[config.mk]
export PLATFORM = sky130hd
export DESIGN_NAME = atilt_scale
export DESIGN_NICKNAME = d
export VERILOG_FILES = /design/src/sv/atilt_pkg.sv /design/src/sv/atilt_scale.sv
export SDC_FILE = /design/constraint.sdc
export NUM_CORES = 2
export LEC_CHECK = 0
export BUFFER_PORTS_ARGS = -buffer_cell sky130_fd_sc_hd__buf_2
export CORE_ASPECT_RATIO = 0.75
export CORE_UTILIZATION = 58
export DETAILED_ROUTE_END_ITERATION = 7
export PLACE_DENSITY = 0.77
export SLEW_MARGIN = 10
export SYNTH_ARGS = -nofsm -noshare
export SYNTH_HDL_FRONTEND = slang
export SYNTH_SLANG_ARGS = --single-unit
[constraint.sdc]
create_clock -name clk -period 7.1 [get_ports clk]
set_input_delay 1.42 -clock clk [delete_from_list [all_inputs] [get_ports clk]]
set_output_delay 1.42 -clock clk [all_outputs]
set_load 0.02 [all_outputs]
[src/sv/atilt_pkg.sv]
// shared types, widths and constants for the accelerometer tilt angle block
// depends on nothing; every other file imports it
package atilt_pkg;

  localparam int ANGLE_FRAC_BITS = 16;
  localparam int CORDIC_STEPS    = 28;

  localparam int AXIS_W  = 16;
  localparam int DIV_BITS = 24;                  // magnitude of (axis - low) * 180
  localparam int MAP_W   = DIV_BITS + 1;         // signed mapped axis value
  localparam int VEC_W   = 30;                   // normalized magnitudes, top at bit 29
  localparam int XY_W    = VEC_W + 4;
  localparam int Z_W     = ANGLE_FRAC_BITS + 9;  // signed angle accumulator
  localparam int ANG_W   = ANGLE_FRAC_BITS + 9;  // unsigned angle, 0..360 degrees
  localparam int HUND_W  = ANGLE_FRAC_BITS + 16;
  localparam int OUT_W   = 16;
  localparam int NORM_STEPS = 5;

  localparam longint unsigned NANO_PER_DEG = 64'd1000000000;

  localparam logic [AXIS_W-1:0] SPAN_LOW_RESET  = 16'd265;
  localparam logic [AXIS_W-1:0] SPAN_HIGH_RESET = 16'd402;

  localparam logic [ANG_W-1:0] DEG_90  = ANG_W'(64'd90  << ANGLE_FRAC_BITS);
  localparam logic [ANG_W-1:0] DEG_180 = ANG_W'(64'd180 << ANGLE_FRAC_BITS);
  localparam logic [ANG_W-1:0] DEG_360 = ANG_W'(64'd360 << ANGLE_FRAC_BITS);

  localparam logic [OUT_W-1:0] HUND_90  = 16'd9000;
  localparam logic [OUT_W-1:0] HUND_180 = 16'd18000;
  localparam logic [OUT_W-1:0] HUND_270 = 16'd27000;
  localparam logic [OUT_W-1:0] HUND_360 = 16'd36000;

  typedef enum logic [1:0] {
    REG_SPAN_LOW  = 2'd0,
    REG_SPAN_HIGH = 2'd1
  } cfg_reg_t;

  typedef struct packed {
    logic signed [AXIS_W-1:0] accel_x;
    logic signed [AXIS_W-1:0] accel_y;
    logic signed [AXIS_W-1:0] accel_z;
  } accel_t;

  typedef struct packed {
    logic [OUT_W-1:0] angle_about_x;
    logic [OUT_W-1:0] angle_about_y;
    logic [OUT_W-1:0] angle_about_z;
    logic             span_error;
  } angles_t;

  // side information that rides along the atan2 pipeline
  typedef struct packed {
    logic             special;
    logic [OUT_W-1:0] special_val;
    logic             q_neg;
    logic             p_neg;
  } side_t;

  // atan(2^-i) in units of 1e-9 degree
  localparam longint unsigned ATAN_NANO_DEG [CORDIC_STEPS] = '{
    64'd45000000000, 64'd26565051177, 64'd14036243468, 64'd7125016349,
    64'd3576334375,  64'd1789910608,  64'd895173710,   64'd447614171,
    64'd223810500,   64'd111905677,   64'd55952892,    64'd27976453,
    64'd13988227,    64'd6994114,     64'd3497057,     64'd1748528,
    64'd874264,      64'd437132,      64'd218566,      64'd109283,
    64'd54642,       64'd27321,       64'd13660,       64'd6830,
    64'd3415,        64'd1708,        64'd854,         64'd427
  };

  function automatic logic signed [Z_W-1:0] atan_step(input int i);
    longint unsigned v;
    v = (ATAN_NANO_DEG[i] * (64'd1 << ANGLE_FRAC_BITS) + NANO_PER_DEG / 2) / NANO_PER_DEG;
    return Z_W'(v);
  endfunction

endpackage

[src/sv/atilt_scale.sv]
// maps one raw axis from span_low..span_high onto -90..90: scale by 180, then a radix-2 divider pipeline
// depends on atilt_pkg
module atilt_scale import atilt_pkg::*; (
  input  logic                     clk,
  input  logic                     rst,
  input  logic                     en,
  input  logic                     in_valid,
  input  logic signed [AXIS_W-1:0] axis,
  input  logic signed [AXIS_W-1:0] span_low,
  input  logic        [AXIS_W-1:0] span_diff,
  output logic                     out_valid,
  output logic signed [MAP_W-1:0]  mapped
);

  localparam logic signed [MAP_W-1:0] SCALE  = MAP_W'(180);
  localparam logic signed [MAP_W-1:0] OFFSET = MAP_W'(90);

  logic signed [AXIS_W:0]   diff;
  logic signed [MAP_W-1:0]  diff_w;
  logic signed [MAP_W-1:0]  prod;
  logic        [MAP_W-1:0]  prod_abs;

  logic                     dv  [DIV_BITS+1];
  logic                     neg [DIV_BITS+1];
  logic [DIV_BITS-1:0]      num [DIV_BITS+1];
  logic [DIV_BITS-1:0]      quo [DIV_BITS+1];
  logic [AXIS_W-1:0]        rem [DIV_BITS+1];

  logic signed [MAP_W-1:0]  quo_s;

  always_comb begin
    diff     = {axis[AXIS_W-1], axis} - {span_low[AXIS_W-1], span_low};
    diff_w   = {{(MAP_W-AXIS_W-1){diff[AXIS_W]}}, diff};
    prod     = diff_w * SCALE;
    prod_abs = prod[MAP_W-1] ? MAP_W'(-prod) : MAP_W'(prod);
  end

  always_ff @(posedge clk) begin
    if (rst) begin
      dv[0] <= 1'b0;
    end else if (en) begin
      dv[0] <= in_valid;
    end
  end

  always_ff @(posedge clk) begin
    if (en) begin
      neg[0] <= prod[MAP_W-1];
      num[0] <= prod_abs[DIV_BITS-1:0];
      quo[0] <= '0;
      rem[0] <= '0;
    end
  end

  // one quotient bit per stage, msb first
  for (genvar k = 0; k < DIV_BITS; k++) begin : g_div
    localparam int BIT = DIV_BITS - 1 - k;
    logic [AXIS_W:0] trial;
    logic            ge;

    always_comb begin
      trial = {rem[k], num[k][BIT]};
      ge    = trial >= {1'b0, span_diff};
    end

    always_ff @(posedge clk) begin
      if (rst) begin
        dv[k+1] <= 1'b0;
      end else if (en) begin
        dv[k+1] <= dv[k];
      end
    end

    always_ff @(posedge clk) begin
      if (en) begin
        neg[k+1] <= neg[k];
        num[k+1] <= num[k];
        quo[k+1] <= quo[k] | (DIV_BITS'(ge) << BIT);
        rem[k+1] <= ge ? AXIS_W'(trial - {1'b0, span_diff}) : trial[AXIS_W-1:0];
      end
    end
  end

  always_comb begin
    quo_s = {1'b0, quo[DIV_BITS]};
    if (neg[DIV_BITS]) begin
      quo_s = -quo_s;
    end
  end

  always_ff @(posedge clk) begin
    if (rst) begin
      out_valid <= 1'b0;
    end else if (en) begin
      out_valid <= dv[DIV_BITS];
    end
  end

  always_ff @(posedge clk) begin
    if (en) begin
      mapped <= quo_s - OFFSET;
    end
  end

endmodule

; Word-level counts from Yosys, hierarchy flattened
; Memories as Yosys holds them, arrays and structs flattened. A register that Yosys moved wholly into a read port is not among the register bits.
; Cells that the tools add are included.
[op_classes]
n_bitwise = 49
n_lt_le_gt_ge = 24
addsub = 28
multipliers = 1
muxes = 57
[op_table]
columns = operator, n
row1 = >= comparator 17 x 16 -> 1 bit, 24
row2 = two-way mux 16 bit, 24
row3 = subtractor 16 bit, 24
row4 = two-way mux 1 bit, 31
row5 = two-way mux 25 bit, 1
row6 = negator 24 -> 25 bit, 1
row7 = bitwise OR 1 bit, 25
row8 = subtractor 25 x 8 -> 25 bit (second input constant), 1
row9 = two-way mux 24 bit, 1
row10 = negator 24 bit, 1
row11 = bitwise OR 24 x 1 -> 24 bit, 1
row12 = bitwise OR 24 x 10 -> 24 bit, 1
row13 = bitwise OR 24 x 11 -> 24 bit, 1
row14 = bitwise OR 24 x 12 -> 24 bit, 1
row15 = bitwise OR 24 x 13 -> 24 bit, 1
row16 = bitwise OR 24 x 14 -> 24 bit, 1
row17 = bitwise OR 24 x 15 -> 24 bit, 1
row18 = bitwise OR 24 x 16 -> 24 bit, 1
row19 = bitwise OR 24 x 17 -> 24 bit, 1
row20 = bitwise OR 24 x 18 -> 24 bit, 1
row21 = bitwise OR 24 x 19 -> 24 bit, 1
row22 = bitwise OR 24 x 2 -> 24 bit, 1
row23 = bitwise OR 24 x 20 -> 24 bit, 1
row24 = bitwise OR 24 x 21 -> 24 bit, 1
row25 = 12 further kinds, 12
[word_totals]
register_bits = 25
mem_bits_rw = 1650
elab_cells = 165
mem_count = 5
[mem_list]
columns = name, depth, word_bits, rd, rd_clocked_by_memory_dff, wr, line
row1 = num, 25, 24, 24, 0, 25, atilt_scale.sv:25  ; logic [DIV_BITS-1:0] num [DIV_BITS+1];
row2 = quo, 25, 24, 25, 0, 25, atilt_scale.sv:26  ; logic [DIV_BITS-1:0] quo [DIV_BITS+1];
row3 = rem, 25, 16, 24, 0, 25, atilt_scale.sv:27  ; logic [AXIS_W-1:0] rem [DIV_BITS+1];
row4 = dv, 25, 1, 25, 1, 25, atilt_scale.sv:23  ; logic dv [DIV_BITS+1];
row5 = neg, 25, 1, 25, 0, 25, atilt_scale.sv:24  ; logic neg [DIV_BITS+1];

; Depth between registers and ports, before layout
[depth]
ltp_word = 4
ltp_mapped = 30

; Worst setup path after synthesis
; No wires, ideal clock.
[synth_path]
path_kind = in2reg
from = in span_low[5]
to = mem num[0][23], data pin
cell_stages = 25
path_buffers = 1
path_slack_ns = -0.488
arrival_ns = 7.321
t_required_ns = 6.832
setup_time_ns = 0.268
path_cell_list = inv_1 ha_1 o21a_1 o21ai_0 a21oi_1 o21ai_0 a21boi_0 o21a_1 or2_2 xnor2_1 ha_1 ha_1 fa_1 inv_1 fa_1 inv_1 ha_1 clkbuf_1 or4_1 a31o_2 and4bb_2 and2_1 nand4_1 o31ai_1 xnor3_1
[synth_rtl]
columns = element, line
row1 = "start, declared", atilt_scale.sv:9  ; input logic signed [AXIS_W-1:0] span_low,
row2 = "end, declared", atilt_scale.sv:25

==> flow_summary.toml <==
[global_routing]
antenna_found_initial = 0
grt_pass1_wl_um = 182100
grt_overflow = 0
grt_max_degree = 199
grt_pass1_vias = 33810
grt.total_usage_pct = 24.22

[power]
p_leak_nw = 23.99
power_density_nw_per_um2 = 474.7
vdd_drop_max_mv = 0.5328

[die]
die_w_um = 356.3
start_util_pct = 58.49
dieArea_um2 = 95370
rows = 97
coreArea_um2 = 93330
fp.dieH_um = 267.7
io_pins = 78

[routing]
ant_nets = 0
post_drt_wl_per_cell_um = 18.95
drt_wl_total_um = 114800
drt_iter0_markers = 3419
firstDrtPassIters = 8
via_per_inst = 5.907
drc = 2
via_count = 35780

[synthesis]
synth-seq-cells = 997
yosysWarnings = 0
postSynthCellCount = 4509
synth_nets = 5056
async_reset_ff_share_pct = 0
synth_ff_type = "edfxtp_1"
syn-cell-area_um2 = 54590
yosysUniqueCellTypes = 78
avgSynthCellArea_um2 = 12.11
seq_area_frac_synth_pct = 54.82
synth_edf_count = 996

[setup_path]
crit_type = "in2reg"
slowest_stage = "fa_1"
r2r-start = "rem[2][96]"
cp-end-kind = "register"
worst-path-max-fanout = 6
crit_required_ns = 7.51
critPathLaunchType = "primary input"
arrival_ns = 7.31
rr_endpoint = "rem[2][117]"
cp.buffers_inverters = 2
reg2reg_slack_ns = 3.17
reg2reg_depth = 12
crit_family = "compound AO/OA/AOI/OAI gates"
slowest_delay_ns = 0.60
crit_top_cell = "ha_1"

[clocking]
cts_sinks = 997
clk_latency_ns = 0.69
clock-root-buffer = "clkbuf_16"
cts_buffers = 95
clockBufferDepth = 3
clkTransAtPathRegs_ns = 0.07
cts_htree_levels = 3
holdBufCountCts = 0
cts_tree = "built"

[final_layout]
fill_cells = 6801
areaGrowthSynthToFinish_pct = 11.47
regArea_um2 = 29930
drive_gt1_share_pct = 12.43
fin_nets = 5287
multi_input_area_um2 = 23270
antennaDiodeCount = 0

[timing]
hold_violations = 0
slew_violations = 0
tightestPinTransition_ns = 1.033
maxSlewHeadroom_pct = 31.13
finalWorstSetupSlack_ns = 0.2061
holdWs_ns = 0.4057
finalCritPeriodShare_pct = 97.10
finalClockSkew_ns = 0.02595
fmax_mhz = 145.1
fin_crit_ns = 6.894
setup_viol = 0

[status]
outcome = "finished, violations left"
violations = "design-rule violations"

[worst_hold_path]
min_from = "num[0][340]"
min_to = "num[0][364]"
whs_path_depth = 0
holdCritPathClass = "reg2reg"

[job]
max_cap_violations = 0

[placement]
dp_slack_ns = -0.5421
hpwl_um = 78230
place.gp.congestion = 0.9065
port_buffers = 77
-- cell usage in the layout (no fill, tap or decap), types with 17 or more instances in the layout --
| cell | n |
|---|---|
| edfxtp_1 | 996 |
| ha_1 | 430 |
| inv_1 | 362 |
| nor2_1 | 351 |
| a21oi_1 | 345 |
| nand2_1 | 204 |
| xnor2_1 | 194 |
| o21ai_0 | 149 |
| buf_4 | 127 |
| mux2_2 | 126 |
| xor2_1 | 96 |
| clkbuf_16 | 95 |
| a21o_1 | 92 |
| nand4_1 | 91 |
| a21boi_0 | 79 |
| nor2b_1 | 77 |
| buf_2 | 76 |
| nor3_1 | 66 |
| nand3_1 | 61 |
| o21a_1 | 56 |
| fa_1 | 52 |
| a31o_2 | 43 |
| nand2b_1 | 42 |
| and2_1 | 40 |
| a31oi_1 | 33 |
| o211ai_1 | 32 |
| o31ai_1 | 30 |
| mux2i_1 | 26 |
| or3_1 | 25 |
| o2111ai_1 | 25 |
| o21bai_1 | 24 |
| o41ai_1 | 23 |
| and3_1 | 22 |
| clkinv_1 | 21 |
| or2_2 | 20 |
| nor4_1 | 18 |
| a311oi_1 | 18 |
| and4_1 | 17 |
-- stage by stage --
step	utilization (%)	area (um^2)	instances	TNS (ns)	total power [W]
after floorplan	-	54910	4509	-0.03498	0.01956
after global placement	61.69	57580	5879	-7.033	0.02292
after detailed placement	61.69	57580	5879	-10.31	0.02337
after CTS	65.17	60820	6056	0	0.02884
after global routing	65.20	60850	6057	-1.210	0.03091
final	65.20	60850	6057	0	0.02889
-- synthesized netlist by cell type, types with 26 or more instances --
master,count,area [um^2]
a21boi_0,81,608.1
a21o_1,92,690.7
a21oi_1,347,1737
a31o_2,44,385.4
a31oi_1,33,206.5
and2_1,40,250.2
clkbuf_1,63,236.5
edfxtp_1,996,29910
fa_1,53,1061
ha_1,442,5530
inv_1,366,1374
mux2_2,126,1419
mux2i_1,26,260.3
nand2_1,204,765.7
nand2b_1,43,269.0
nand3_1,62,310.3
nand4_1,91,569.3
nor2_1,352,1321
nor2b_1,78,488.0
nor3_1,66,330.3
o211ai_1,32,240.2
o21a_1,56,420.4
o21ai_0,157,785.8
o31ai_1,31,232.7
or3_1,26,162.7
xnor2_1,198,1734
xor2_1,99,867.1
-- flip-flops by register name (all words and copies together) (netlist names) --
register	flops
quo	300
out_valid	1
mapped	25
rem	368
neg	25
num	253
dv	25
-- timing repair --
action / CTS / global route
gates resized for setup: 0 / 6
buffers inserted: 0 / 1
setup endpoints to repair: 0 / 21
-- per-layer routing --
| metal | vias to the layer above | track usage [%] | part of all wire [%] |
|---|---|---|---|
| li1 | 17350 | - | - |
| met1 | 17250 | 35.25 | 46 |
| met2 | 1021 | 38.59 | 46 |
| met3 | 155 | 3.462 | 6.2 |
| met4 | 0 | 5.417 | 1.9 |
| met5 | - | 0 | 0 |
-- final cells by class --
class	count	area share [%]
Clock inverter	67	1.330
Timing Repair Buffer	211	2.418
Sequential cell	997	49.18
Inverter	368	2.282
Tap cell	1237	2.543
Clock buffer	110	3.999
Multi-Input combinational cell	3067	38.25
-- where the power goes --
part           leakage [nW]  switching [W]  internal [W]
clock                  1.56        0.00226       0.00300
sequential             9.75       0.000763       0.00873
combinational          12.7        0.00750       0.00664
total                  24.0         0.0105        0.0184
-- kinds of logic (layout without fill, tap and decap cells) --
group / after synthesis / in the layout / share of synthesized area, %
AOI/OAI and AO/OA: 1041 / 1041 / 12.35
xor gates and xnor gates: 298 / 298 / 4.806
adders and majority gates: 495 / 495 / 12.07
buffers and inverters: 445 / 756 / 3.092
DFF: 997 / 997 / 54.82
muxes: 152 / 152 / 3.076
and+or+nand+nor: 1081 / 1081 / 9.779
-- worst max path at each step --
stage	start	end	slack [ns]	depth (start not counted)
after floorplan	axis[0]	num[0][22]	-0.02	25
after global placement	axis[0]	num[0][7]	-0.38	31
after detailed placement	axis[1]	num[0][6]	-0.54	28
after CTS	axis[1]	num[0][14]	0.18	28
after global routing	span_low[1]	num[0][16]	-0.12	29
final	axis[1]	num[0][16]	0.21	28
(Power assumes the default switching activity.)
